### src/sv/ips_pkg.sv
// ----------------------------------------------------------------------------
// image placement scaler package
// Shared widths, register and mode codes, and the transaction structs.
// ----------------------------------------------------------------------------
package ips_pkg;

    localparam int QB         = 10;
    localparam int NUM_W      = 28;
    localparam int DIM_W      = 19;
    localparam int POS_W      = 21;
    localparam int FIFO_DEPTH = 32;
    localparam int FIFO_AW    = 5;
    localparam int RECIP_SH   = 19;

    localparam logic [NUM_W-1:0] RECIP_100 = 28'd5243;

    localparam logic [2:0] MODE_STRETCH = 3'd0;
    localparam logic [2:0] MODE_FILL    = 3'd1;
    localparam logic [2:0] MODE_FIT     = 3'd2;
    localparam logic [2:0] MODE_CENTER  = 3'd3;
    localparam logic [2:0] MODE_TILE    = 3'd4;

    localparam logic [2:0] REG_SCREEN_W = 3'd0;
    localparam logic [2:0] REG_SCREEN_H = 3'd1;
    localparam logic [2:0] REG_SOURCE_W = 3'd2;
    localparam logic [2:0] REG_SOURCE_H = 3'd3;
    localparam logic [2:0] REG_FIT_MODE = 3'd4;
    localparam logic [2:0] REG_BG_COLOR = 3'd5;
    localparam logic [2:0] REG_DIM      = 3'd6;

    typedef struct packed {
        logic signed [POS_W-1:0] dx0;
        logic signed [POS_W-1:0] dy0;
        logic [DIM_W-1:0]        dw;
        logic [DIM_W-1:0]        dh;
    } t_place;

    typedef struct packed {
        logic [15:0] pixel;
        logic        bg;
    } t_result;

    typedef struct packed {
        logic full;
        logic empty;
    } t_fifo_stat;

endpackage

### src/sv/ips_ofifo.sv
// ----------------------------------------------------------------------------
// ips output queue
// Holds finished pixels so the pipeline never stalls on the receiver.
// ----------------------------------------------------------------------------
module ips_ofifo (
    input  logic                   i_clk,
    input  logic                   i_rst_n,
    input  logic                   i_push,
    input  ips_pkg::t_result       i_data,
    input  logic                   i_pop,
    output ips_pkg::t_result       o_data,
    output ips_pkg::t_fifo_stat    o_stat
);
    import ips_pkg::*;

    t_result            r_mem [0:FIFO_DEPTH-1];
    logic [FIFO_AW-1:0] r_wp, r_rp;
    logic [FIFO_AW:0]   r_cnt;

    always_ff @(posedge i_clk) begin
        if (i_push) begin
            r_mem[r_wp] <= i_data;
        end
    end

    always_ff @(posedge i_clk) begin
        if (!i_rst_n) begin
            r_wp  <= '0;
            r_rp  <= '0;
            r_cnt <= '0;
        end else begin
            if (i_push) begin
                r_wp <= r_wp + FIFO_AW'(1);
            end
            if (i_pop) begin
                r_rp <= r_rp + FIFO_AW'(1);
            end
            r_cnt <= r_cnt + (FIFO_AW+1)'(i_push) - (FIFO_AW+1)'(i_pop);
        end
    end

    assign o_data       = r_mem[r_rp];
    assign o_stat.full  = r_cnt == (FIFO_AW+1)'(FIFO_DEPTH);
    assign o_stat.empty = r_cnt == '0;

endmodule

### config.mk
export PLATFORM = sky130hd
export DESIGN_NAME = ips_ofifo
export DESIGN_NICKNAME = d
export VERILOG_FILES = /design/src/sv/ips_pkg.sv /design/src/sv/ips_ofifo.sv
export SDC_FILE = /design/constraint.sdc
export NUM_CORES = 1
export LEC_CHECK = 0
export BUFFER_PORTS_ARGS = -buffer_cell sky130_fd_sc_hd__buf_2
export CAP_MARGIN = 0
export CORE_UTILIZATION = 45
export CTS_BUF_LIST = sky130_fd_sc_hd__clkbuf_4 sky130_fd_sc_hd__clkbuf_8
export CTS_CLUSTER_SIZE = 10
export DETAILED_ROUTE_END_ITERATION = 10
export PLACE_DENSITY = 0.62
export SYNTH_ARGS = -nofsm -noshare
export SYNTH_HDL_FRONTEND = slang
export SYNTH_SLANG_ARGS = --single-unit
export TNS_END_PERCENT = 5
### constraint.sdc
create_clock -name i_clk -period 2 [get_ports i_clk]
set_input_delay 0.1 -clock i_clk [delete_from_list [all_inputs] [get_ports i_clk]]
set_output_delay 0.1 -clock i_clk [all_outputs]
set_load 0.005 [all_outputs]
==> flow_metrics.tcl <==
set metrics [dict create \
    outcome "complete, but fails checks" \
    violations "setup timing" \
    clockBufferDepth 3 \
    hold_start "i_rst_n" \
    setup_tns_ns -9.04 \
    rrSetupSlack_ns 0.13 \
    yosysUniqueCellTypes 40 \
    dp.final_hpwl_um 29800 \
    synth-edff-count 544 \
    drc 0 \
    cpPeakStageDelay_ns 0.48 \
    cts-buffers-inserted 88 \
    fin_crit_sh_pct 130 \
    drt-met1-wl_um 21900 \
    io_buffer_count 39 \
    cts.sinks 565 \
    clk_latency_ns 0.65 \
    first_global_vias 11500 \
    slew_headroom_pct 49.6 \
    worstHoldPathType "primary input to flip-flop" \
    crit-reg2reg-launch "r_cnt[0]" \
    rsz0062_at_grt "yes" \
    setup-violations-final 17 \
    max_freq_mhz 385 \
    rows 80 \
    layout_commonest_cell "edfxtp_1" \
    mostFrequentLayoutCells "edfxtp_1 (544), mux2i_1 (137), clkbuf_8 (92)" \
    postRouteAntennaNets 0 \
    die_w_um 222 \
    worstMarginPinSlew_ns 0.756 \
    final_cells 2003 \
    worst_path_max_delay_cell "mux4_2" \
    path_clk_slew_ns 0.06 \
    placed_area_um2 24000 \
    grt_pass1_wl_um 73200 \
    wl_per_cell_um 25.0 \
    path_max_fanout 5 \
    worstHoldPathCells 3 \
    required_ns 1.90 \
    highest_layer "met4" \
    avgSynthCellArea_um2 19.6 \
    ys_ff_latch 565 \
    report.final.hold_viol_count 0 \
    critical_path_class "flip-flop to output port" \
    reg2reg_to "r_cnt[4]" \
    setup_ws_ns -0.594 \
    grt-ovfl-total 0 \
    hold_path_end "r_wp[4]" \
    period_minus_slack_ns 2.59 \
    crit_path_start_kind "flip-flop" \
    ir_drop_v 0.000470 \
    netlist_instances 1117 \
    grt_start_max_net_pins 37 \
    htreeDepth 3 \
    holdWs_ns 0.343 \
    route.met3.wl_um 2890 \
    place.gp.congestion 0.779 \
    drive_above_1_share_pct 31.2 \
    routed_wl_um 50000 \
    finClkSkew_ns 0.0235 \
    antenna_found_initial 1 \
    maxCapViolCount 0 \
    wl_met2_um 24100 \
    path_cells "buf_12 -> mux4_2 -> a22oi_1 -> buf_4 -> nand4_1 -> buf_2" \
    cts_tree "built" \
    total_power_mw 24.6 \
    clockRootBuffer "clkbuf_8" \
    drtPass1Iterations 6 \
    die_h_um 222 \
    maxSlewViolCount 0 \
    synthesis.nets 1153 \
    cp.arrival_ns 2.49 \
    postLayoutCoreUtil_pct 55.1 \
    fin_area_um2 26400 \
    vias_per_cell 5.65 \
    first_iter_violations 976 \
    powerDensity_nw_per_um2 932 \
    yosysSeqAreaShare_pct 76.6 \
    grt.total_usage_pct 20.3 \
    layout.nets 1359 \
    ios 40 \
    dp_slack_ns 0.0406 \
    yosys_warnings 0 \
    end_kind "output port" \
    postSynth.asyncResetShare_pct 0 \
    synthFlopType "edfxtp_1" \
    start_util_pct 45.7 \
    syn_area_um2 21900 \
    core_area_um2 47800 \
    leakage_nw 8.26 \
    area_growth_pct 20.6 \
    dp_cells 1811 \
    ff2ff_path_depth 10 \
    die-area_um2 49500 \
    num_vias 11300 \
]
==> worst max-delay path by stage <==
| stage | start | to | slack (ns) | cells after the start |
|---|---|---|---|---|
| final | flip-flop | o_data[5] | -0.59 | 6 |
| after global routing | flip-flop | o_data[14] | -0.67 | 7 |
| after CTS | flip-flop | o_data[14] | -0.64 | 7 |
| after detailed placement | r_cnt[0] | r_cnt[4] | 0.04 | 10 |
| after global placement | r_cnt[0] | r_cnt[4] | 0.05 | 10 |
| after floorplan | r_wp[2] | r_mem[4][0] | -0.19 | 3 |
==> routing by layer <==
layer  vias to the layer above  GRT usage (%)
met4                         0           7.36
met2                       347           32.5
met1                      5907           28.1
met3                        68           3.76
li1                       4996              -
met5                         -              0
==> cell usage after synthesis, types with 2 or more instances <==
cell	n	area, µm²
buf_2	18	90.1
clkbuf_4	2	15.0
and2_1	2	12.5
ha_1	14	175
nand3b_1	2	15.0
buf_4	11	82.6
nand3_1	36	180
nand4_1	21	131
clkbuf_1	20	75.1
and4_1	2	17.5
edfxtp_1	544	16300
nor2b_1	3	18.8
xor2_1	6	52.6
nor3_1	2	10.0
a21oi_1	2	10.0
mux2i_1	138	1380
buf_6	9	101
a22oi_1	102	766
mux4_2	68	1530
nand2_1	10	37.5
o21a_1	3	22.5
nor2_1	50	188
dfxtp_1	21	420
inv_1	13	48.8
xnor2_1	3	26.3
==> registers in the layout, indices dropped and copies added (netlist names), named ones only <==
signal	count
r_rp	5
r_cnt	6
r_wp	5
r_mem	544
==> cell families (layout without fill, tap and decap cells) <==
group	after synthesis	in the layout	share of synthesized area (%)
AO/OA/AOI/OAI	112	112	3.82
XOR/XNOR	9	9	0.361
adder cells (fa/ha/maj)	15	15	0.893
buffers and inverters	74	344	1.91
flip-flops	565	565	76.6
multiplexers	206	206	13.3
other	0	1	0
AND/OR/NAND/NOR	136	136	3.06
==> timing repair <==
item / CTS / global route
buffers inserted: 3 / 11
endpoints found under the hold margin: 560 / 0
gates resized for setup: 20 / 21
hold buffers: 20 / 0
setup endpoints to repair: 17 / 18
pin swaps: 11 / 7
gates cloned: 1 / 2
==> layout make-up <==
cell class / instances / area, µm²
Antenna cell: 1 / 2.50
Clock buffer: 117 / 1450
Clock inverter: 37 / 287
Fill cell: 3649 / 21500
Inverter: 13 / 48.8
Multi-Input combinational cell: 478 / 4950
Sequential cell: 565 / 16800
Tap cell: 615 / 769
Timing Repair Buffer: 177 / 2080
==> worst max-delay path, delay by kind of cell (launching register included) <==
family	cells	cell delay, ns
compound gates	1	0.24
buf+inv	3	0.52
flops	1	0.43
mux	1	0.48
simple gates	1	0.18
==> power breakdown <==
part           switching, mW  leakage, nW  total [mW]  internal [mW]
Sequential            0.0600         5.07        13.2           13.1
Clock                   4.34        0.927        9.60           5.26
Combinational           1.00         2.26        1.80          0.796
Total                   5.41         8.26        24.6           19.2
Note: power is estimated with default switching activity, not from simulation.
