`src/sv/ips_pkg.sv`:
```
// ----------------------------------------------------------------------------
// image placement scaler package
// Shared widths, register and mode codes, and the transaction structs.
// ----------------------------------------------------------------------------
package ips_pkg;

    localparam int QB         = 10;
    localparam int NUM_W      = 28;
    localparam int DIM_W      = 19;
    localparam int POS_W      = 21;
    localparam int FIFO_DEPTH = 32;
    localparam int FIFO_AW    = 5;
    localparam int RECIP_SH   = 19;

    localparam logic [NUM_W-1:0] RECIP_100 = 28'd5243;

    localparam logic [2:0] MODE_STRETCH = 3'd0;
    localparam logic [2:0] MODE_FILL    = 3'd1;
    localparam logic [2:0] MODE_FIT     = 3'd2;
    localparam logic [2:0] MODE_CENTER  = 3'd3;
    localparam logic [2:0] MODE_TILE    = 3'd4;

    localparam logic [2:0] REG_SCREEN_W = 3'd0;
    localparam logic [2:0] REG_SCREEN_H = 3'd1;
    localparam logic [2:0] REG_SOURCE_W = 3'd2;
    localparam logic [2:0] REG_SOURCE_H = 3'd3;
    localparam logic [2:0] REG_FIT_MODE = 3'd4;
    localparam logic [2:0] REG_BG_COLOR = 3'd5;
    localparam logic [2:0] REG_DIM      = 3'd6;

    typedef struct packed {
        logic signed [POS_W-1:0] dx0;
        logic signed [POS_W-1:0] dy0;
        logic [DIM_W-1:0]        dw;
        logic [DIM_W-1:0]        dh;
    } t_place;

    typedef struct packed {
        logic [15:0] pixel;
        logic        bg;
    } t_result;

    typedef struct packed {
        logic full;
        logic empty;
    } t_fifo_stat;

endpackage

```
`src/sv/ips_place.sv`:
```
// ----------------------------------------------------------------------------
// ips placement sequencer
// Works out the placed rectangle from the configuration with a radix-2 divider.
// ----------------------------------------------------------------------------
module ips_place (
    input  logic           i_clk,
    input  logic           i_rst_n,
    input  logic           i_start,
    input  logic [10:0]    i_sw,
    input  logic [10:0]    i_sh,
    input  logic [8:0]     i_w,
    input  logic [8:0]     i_h,
    input  logic [2:0]     i_mode,
    output ips_pkg::t_place o_place,
    output logic           o_busy
);
    import ips_pkg::*;

    typedef enum logic [4:0] {
        ST_IDLE = 5'b00001,
        ST_MUL  = 5'b00010,
        ST_SEL  = 5'b00100,
        ST_DIV  = 5'b01000,
        ST_FIN  = 5'b10000
    } t_state;

    t_state             r_state, n_state;
    logic [DIM_W-1:0]   r_a, r_b, r_quo, r_dw, r_dh, w_dw_f, w_dh_f;
    logic [8:0]         r_rem, r_den;
    logic [4:0]         r_cnt;
    logic               r_to_w, r_need_div;
    logic [9:0]         w_shift, w_trial;
    logic               w_gt, w_offs;
    t_place             r_place;

    function automatic logic signed [POS_W-1:0] half_trunc(input logic signed [POS_W-1:0] v);
        logic signed [POS_W-1:0] t;
        t = v + (v[POS_W-1] ? POS_W'(1) : POS_W'(0));
        return t >>> 1;
    endfunction

    assign w_gt    = r_a > r_b;
    assign w_shift = {r_rem, r_quo[DIM_W-1]};
    assign w_trial = w_shift - {1'b0, r_den};
    assign w_dw_f  = (r_need_div && r_to_w) ? r_quo : r_dw;
    assign w_dh_f  = (r_need_div && !r_to_w) ? r_quo : r_dh;
    assign w_offs  = (i_mode == MODE_FILL) || (i_mode == MODE_FIT) || (i_mode == MODE_CENTER);

    always_comb begin
        n_state = r_state;
        unique case (r_state)
            ST_IDLE: n_state = ST_IDLE;
            ST_MUL:  n_state = ST_SEL;
            ST_SEL:  n_state = ((i_mode == MODE_FILL) || (i_mode == MODE_FIT)) ? ST_DIV : ST_FIN;
            ST_DIV:  n_state = (r_cnt == 5'd0) ? ST_FIN : ST_DIV;
            ST_FIN:  n_state = ST_IDLE;
            default: n_state = ST_IDLE;
        endcase
    end

    always_ff @(posedge i_clk) begin
        if (!i_rst_n) begin
            r_state <= ST_MUL;
        end else if (i_start) begin
            r_state <= ST_MUL;
        end else begin
            r_state <= n_state;
        end
    end

    always_ff @(posedge i_clk) begin
        unique case (r_state)
            ST_MUL: begin
                r_a  <= DIM_W'({10'b0, i_w} * {8'b0, i_sh});
                r_b  <= DIM_W'({10'b0, i_h} * {8'b0, i_sw});
                r_dw <= DIM_W'(i_sw);
                r_dh <= DIM_W'(i_sh);
            end
            ST_SEL: begin
                r_need_div <= (i_mode == MODE_FILL) || (i_mode == MODE_FIT);
                r_to_w     <= (i_mode == MODE_FILL) ? w_gt : !w_gt;
                if ((i_mode == MODE_FILL) ? w_gt : !w_gt) begin
                    r_quo <= r_a;
                    r_den <= i_h;
                end else begin
                    r_quo <= r_b;
                    r_den <= i_w;
                end
                r_rem <= '0;
                r_cnt <= 5'(DIM_W - 1);
                if (i_mode == MODE_CENTER) begin
                    r_dw <= DIM_W'(i_w);
                    r_dh <= DIM_W'(i_h);
                end
            end
            ST_DIV: begin
                r_cnt <= r_cnt - 5'd1;
                if (!w_trial[9]) begin
                    r_rem <= w_trial[8:0];
                    r_quo <= {r_quo[DIM_W-2:0], 1'b1};
                end else begin
                    r_rem <= w_shift[8:0];
                    r_quo <= {r_quo[DIM_W-2:0], 1'b0};
                end
            end
            ST_FIN: begin
                r_place.dw  <= w_dw_f;
                r_place.dh  <= w_dh_f;
                r_place.dx0 <= w_offs ? half_trunc($signed(POS_W'(i_sw)) - $signed(POS_W'(w_dw_f)))
                                      : '0;
                r_place.dy0 <= w_offs ? half_trunc($signed(POS_W'(i_sh)) - $signed(POS_W'(w_dh_f)))
                                      : '0;
            end
            default: ;
        endcase
    end

    assign o_place = r_place;
    assign o_busy  = r_state != ST_IDLE;

endmodule

```
`config.mk`:
```
export PLATFORM = sky130hd
export DESIGN_NAME = ips_place
export DESIGN_NICKNAME = d
export VERILOG_FILES = /design/src/sv/ips_pkg.sv /design/src/sv/ips_place.sv
export SDC_FILE = /design/constraint.sdc
export NUM_CORES = 1
export LEC_CHECK = 0
export ABC_AREA = 1
export BUFFER_PORTS_ARGS = -buffer_cell sky130_fd_sc_hd__buf_2
export CORE_MARGIN = 4
export CORE_UTILIZATION = 30
export DETAILED_ROUTE_END_ITERATION = 10
export SYNTH_ARGS = -nofsm -noshare
export SYNTH_HDL_FRONTEND = slang
export SYNTH_SLANG_ARGS = --single-unit
export TNS_END_PERCENT = 1
```
`constraint.sdc`:
```
create_clock -name i_clk -period 26.8 [get_ports i_clk]
set_clock_uncertainty 0.1 [all_clocks]
set_input_delay 8.04 -clock i_clk [delete_from_list [all_inputs] [get_ports i_clk]]
set_output_delay 8.04 -clock i_clk [all_outputs]
set_load 0.01 [all_outputs]
```
==> results of run 1 <==
state kept, by name (all words and copies together) (netlist names):
register,cells
o_place,78
r_a,19
r_b,19
r_quo,19
r_dh,11
r_dw,11
r_den,9
r_rem,9
r_cnt,5
r_state,5
r_need_div,1
r_to_w,1
routing by layer:
layer,global-route usage,up-vias
met5,0,-
met2,0.2644,302
met3,0.02024,55
li1,-,6896
met4,0.04314,4
met1,0.1838,6329
final cells by class:
cell class | instances | share of cell area
Multi-Input combinational cell | 1407 | 0.4935
Clock inverter | 12 | 0.004550
Timing Repair Buffer | 135 | 0.03627
Tap cell | 756 | 0.04914
Clock buffer | 20 | 0.02431
Sequential cell | 187 | 0.2891
Antenna cell | 1 | 0.0001300
Inverter | 528 | 0.1030
metrics by stage:
step,cell area [sq um],utilization
2_1_floorplan,17290,-
6_report,19250,0.3394
4_1_cts,19250,0.3394
5_1_grt,19250,0.3394
3_5_place_dp,18690,0.3296
3_3_place_gp,18690,0.3296
how the worst min path moves through the flow:
stage                     depth (start not counted)   endpoint  slack, ns     start
after detailed placement                          2  r_quo[10]       0.44  r_quo[9]
after CTS                                         2  r_quo[10]       0.45  r_quo[9]
after floorplan                                   2   r_cnt[4]       0.42  r_cnt[4]
after global routing                              2  r_quo[10]       0.48  r_quo[9]
after global placement                            2   r_quo[1]       0.43  r_quo[0]
final                                             2  r_quo[10]       0.46  r_quo[9]
power breakdown:
group | internal, uW | switching, uW | total [uW]
registers | 398 | 14.3 | 412
logic | 259 | 455 | 714
clock network | 127 | 115 | 242
total | 784 | 584 | 1370
cell usage in the layout (no fill, tap or decap), drive strengths merged, types with 2 or more instances in the layout:
master	synthesis	final
xnor2	20	20
nand3	88	88
nand3b	5	5
o21ai	96	96
a31oi	6	6
nand4	18	18
clkbuf	48	20
clkinvlp	0	2
dfxtp	5	5
o211ai	3	3
fa	129	129
a21oi	86	86
ha	129	129
a211oi	3	3
buf	17	135
nor2	131	131
and2	3	3
inv	525	528
or2	23	23
nor3	20	20
a21boi	2	2
nor4	4	4
edfxtp	182	182
clkinv	3	10
xor2	29	29
nor3b	2	2
o31ai	3	3
a21o	4	4
nand2	597	597
kinds of logic after synthesis:
kind of cell | after synthesis
xor gates and xnor gates | 49
and+or+nand+nor | 892
DFF | 187
adders and majority gates | 258
buffers and inverters | 593
AOI/OAI and AO/OA | 208
critical path, stage by stage:
cell	delay [ns]
sky130_fd_sc_hd__buf_2	0.31
sky130_fd_sc_hd__nand2_1	0.13
sky130_fd_sc_hd__fa_1	0.51
sky130_fd_sc_hd__inv_1	0.05
sky130_fd_sc_hd__fa_1	0.50
sky130_fd_sc_hd__inv_1	0.05
sky130_fd_sc_hd__fa_1	0.46
sky130_fd_sc_hd__fa_1	0.55
sky130_fd_sc_hd__inv_1	0.04
sky130_fd_sc_hd__ha_1	0.35
sky130_fd_sc_hd__a21oi_1	0.15
sky130_fd_sc_hd__nand2_1	0.09
sky130_fd_sc_hd__a21boi_0	0.39
sky130_fd_sc_hd__o21ai_0	0.21
sky130_fd_sc_hd__a31oi_1	0.24
sky130_fd_sc_hd__o21ai_0	0.13
sky130_fd_sc_hd__xor2_1	0.15
==> impl_metrics.toml, run 1 <==
[outcome]
status = "completed"

[sta]
tns_ns = 0
worst_max_slew_margin_expressed_relative_to_the_limit = 0.4184
finalCriticalPeriod_ns = 12.26
setup_violations = 0
fin_hold_ws_ns = 0.4551
max_slew.worst_pin.slew_ns = 0.8724
final_hold_fails = 0
worst_slack_ns = 14.54
maxSlewViolCount = 0
rsz0062_at_grt = "no"
fin_crit_sh = 0.4575
max_freq_ghz = 0.08156

[synthesis]
synth.largest_area_cell = "sky130_fd_sc_hd__edfxtp_1"
synthSimpleGateAreaFrac = 0.2155
async_reset_ff_frac = 0
synthesis.yosys.warnings = 0
post_synth_xor_area_fraction = 0.02526
synth_cell_types = 48
postSynthRegisterBits = 187
cell_types_occupying_the_most_area_after_synthesis = "sky130_fd_sc_hd__edfxtp_1 (32%), sky130_fd_sc_hd__fa_1 (15%), sky130_fd_sc_hd__nand2_1 (13%), sky130_fd_sc_hd__inv_1 (11%), sky130_fd_sc_hd__ha_1 (9.3%)"
post_synth_most_frequent_cells = "sky130_fd_sc_hd__nand2_1 (585), sky130_fd_sc_hd__inv_1 (520), sky130_fd_sc_hd__edfxtp_1 (182)"
largest_family_of_logic_cells_by_synthesized_area = "adder cells"
synth_fp_nets = 2491
most_common_cell_in_the_netlist = "sky130_fd_sc_hd__nand2_1"
yosys_most_used_dff = "sky130_fd_sc_hd__edfxtp_1"
synthesis.area_sq_um = 17290
syn-mean-instance-area_sq_um = 7.905
synth-adder-area-share = 0.2427
synthDominantCellAreaShare = 0.3161
synth.area.mux_share = 0
complex_gate_fraction_of_the_synthesized_area = 0.06448
synthCells = 2187
synth_sequential_area_ratio = 0.3219
synth_edf_count = 182

[detailed_routing]
detailedRoute.firstIterationViolations = 737
drtAntennaViolNets = 0
drt-met1-wl_um = 18800
route.detailed.wl_per_inst_um = 14.49
topRoutingLayerUsed = "met5"
detailed_routing_iteration_count_for_the_pre_antenna_repair_pass = 5
route.met2.wl_um = 22130
drt-vias-per-instance = 4.460
dr_total_vias = 13590
wl_met3_um = 2116
detail_route.wirelength_um = 44140
post-route-drc-count = 0

[pwr]
static-leakage-power_uw = 0.01016
power_uw = 1368
pwr_density_cell_nw_per_um2 = 71.08
vdd_drop_max_v = 0.00004905

[critical_path]
setup.worst_path.end = "r_a[16]"
worst-path-max-fanout = 11
rr_startpoint = "r_need_div"
worst_setup_path_end_kind = "flop"
depth_of_the_worst_register_to_register_path = 24
start_kind = "input port"
rr_endpoint = "o_place[74]"
startpoint = "i_sh[6]"
ff2ff_setup_slack_ns = 21.75
timing_worst_setup_path_type = "input port to flop"
arrival_ns = 12.36
required_ns = 26.90

[grt]
globalRoute.totalOverflow = 0
grt_pass1_wl_um = 70800
groute.usage.overall = 0.1470
antenna_found_initial = 3
grt_pass1_vias = 13180
grt_start_max_net_pins = 68

[clocking]
clk_path_buf_depth = 2
cts_buffers = 17
worst_skew_pair.late_latency_ns = 0.45
post_cts_resized = 0
clock_slew_seen_by_the_registers_of_the_worst_setup_and_hold_paths_ns = 0.07
cts.htree.levels = 4
cts.sink_count = 187
cts.root.buffer_cell = "sky130_fd_sc_hd__clkbuf_16"
postCtsHoldBufs = 0
cts_tree = "built"
post_cts.repair.setup_buffers = 0

[finish]
multi_input_combinational_cell_area_sq_um = 9500
finalNonFillerCells = 3046
drive_gt1_frac = 0.1000
fillers = 5932
syn_to_final_growth_pct = 11.34
number_of_nets_in_the_layout = 2580
sequential_cell_area_sq_um = 5565

[hold_path]
hold_path.class = "flop to flop"

[placed_design]
io_buffer_count = 126
dpl_worst_slack_ns = 14.03
number_of_cells_in_the_design_after_placement = 3013
dpl.hpwl_um = 35900
place_congestion = 0.8631

[floorplanning]
die_height_um = 248.1
die_w_um = 248.1
core.rowCount = 87
starting_density_of_the_core = 0.3049
io-pin-count = 127
core_area_sq_um = 56710
die_area_sq_um = 61540

[run]
drv_cap = 0
(Power assumes the default switching activity.)
==> run 2: changes to the inputs <==
Clock period 26.8 ns to 12.6 ns, I/O delays scaled along.
==> impl_metrics.toml, run 2 (synthesis results as in run 1) <==
[clocking]
cts.root.buffer_cell = "sky130_fd_sc_hd__clkbuf_16"
cts_tree = "built"
postCtsHoldBufs = 0
cts_buffers = 17
clk_path_buf_depth = 2
clock_slew_seen_by_the_registers_of_the_worst_setup_and_hold_paths_ns = 0.07
post_cts.repair.setup_buffers = 0
worst_skew_pair.late_latency_ns = 0.45
cts.sink_count = 187
cts.htree.levels = 4
post_cts_resized = 0

[hold_path]
holdCritStartpoint = "r_quo[9]"
worstHoldPathCells = 2
min_to = "r_quo[10]"
hold_path.class = "flop to flop"

[finish]
layout.cells.most_common = "sky130_fd_sc_hd__nand2_1"
mostFrequentLayoutCells = "sky130_fd_sc_hd__nand2_1 (585), sky130_fd_sc_hd__inv_1 (520), sky130_fd_sc_hd__edfxtp_1 (182)"
drive_gt1_frac = 0.09917
syn_to_final_growth_pct = 11.59
final_core_util = 0.3402
largest_register_ffs = 78
number_of_nets_in_the_layout = 2580

[run]
drv_cap = 0

[grt]
grt_pass1_vias = 13320
grt_pass1_wl_um = 71210
antenna_found_initial = 3
grt_start_max_net_pins = 68
globalRoute.totalOverflow = 0
groute.usage.overall = 0.1477

[placed_design]
dpl.hpwl_um = 35910
io_buffer_count = 126
place_congestion = 0.8646

[floorplanning]
die_height_um = 248.1
die_w_um = 248.1
core.rowCount = 87
core_area_sq_um = 56710
starting_density_of_the_core = 0.3049
io-pin-count = 127
die_area_sq_um = 61540

[detailed_routing]
route.detailed.wl_per_inst_um = 14.54
dr_total_vias = 13630
detailed_routing_iteration_count_for_the_pre_antenna_repair_pass = 5
detail_route.wirelength_um = 44270
detailedRoute.firstIterationViolations = 824
drt-vias-per-instance = 4.475
drtAntennaViolNets = 0
post-route-drc-count = 0

[critical_path]
timing_worst_setup_path_type = "input port to flop"
arrival_ns = 8.15
ff2ff_setup_slack_ns = 7.53
worst_setup_path_end_kind = "flop"
critical-path-slowest-cell = "sky130_fd_sc_hd__fa_1"
critical_path_buf_inv_count = 5
start_kind = "input port"
depth_of_the_worst_register_to_register_path = 24
required_ns = 12.70
critical-path-top-delay-family = "adder cells"
timing.critical_path.cells = "buf_2, nand2_1, fa_1, fa_1, inv_1, fa_1, inv_1, fa_1, inv_1, ha_1, nand2_1, inv_1, a21boi_0, o21ai_0, a31oi_1, o21ai_0, xor2_1"
critical_path.max_stage_delay_ns = 0.58
worst-path-max-fanout = 13
rr_endpoint = "o_place[74]"
rr_startpoint = "r_need_div"

[pwr]
pwr_density_cell_nw_per_um2 = 152.9
static-leakage-power_uw = 0.01019
vdd_drop_max_v = 0.00009126

[sta]
final_hold_fails = 0
worst_max_slew_margin_expressed_relative_to_the_limit = 0.4178
max_slew.worst_pin.slew_ns = 0.8733
setup_violations = 0
rsz0062_at_grt = "no"
fin_crit_sh = 0.6389
max_freq_ghz = 0.1242
fin_hold_ws_ns = 0.4541
maxSlewViolCount = 0
finalCriticalPeriod_ns = 8.050
tns_ns = 0

[outcome]
status = "completed"
run 2: where the power goes:
group / internal (uW) / switching [uW]
clock network: 313 / 247
registers: 846 / 30.0
logic: 550 / 964
total: 1710 / 1240
run 2: layout make-up:
class,instances,area (sq um)
clock buffers,18,429.2
well taps,756,945.9
repair buffers,135,698.2
fillers,5907,37420
multi-input cells,1407,9500
diodes,1,2.502
flip-flops and latches,187,5565
inverters,528,1982
clock inverters,14,168.9
run 2: how the worst max path moves through the flow:
stage,start,to,slack [ns],cells past startpoint
after global routing,i_sh[6],r_a[16],4.13,17
after global placement,i_h[7],r_b[16],4.18,17
after detailed placement,i_h[7],r_b[16],4.06,17
final,i_h[7],r_b[16],4.55,17
after floorplan,r_state[2],o_place[0],3.95,3
after CTS,i_h[7],r_b[16],4.55,17
run 2: worst register-to-register path, delay by kind of cell (launching register included):
family                     cells  cell delay, ns
adders and majority gates      2            0.57
buffers and inverters          4            0.38
AOI/OAI and AO/OA              3            0.54
DFF                            1            0.49
and+or+nand+nor               15            2.75
run 2: metrics by stage:
stage,cell area (sq um),power [uW],cells,setup WS [ns]
4_1_cts,19290,2982,3045,4.546
5_1_grt,19290,3240,3045,4.135
3_3_place_gp,18690,2404,3013,4.185
6_report,19290,2950,3046,4.550
2_1_floorplan,17290,2027,2187,3.948
3_5_place_dp,18690,2413,3013,4.061
run 2: layer usage:
metal / up-vias / GRT usage / wire (um) / part of all wire
met1: 6406 / 0.1850 / 19030 / 0.43
met2: 265 / 0.2623 / 22000 / 0.50
met4: 4 / 0.04845 / 1264 / 0.029
li1: 6903 / - / - / -
met3: 53 / 0.02088 / 1959 / 0.044
met5: - / 0 / 21 / 0.00047
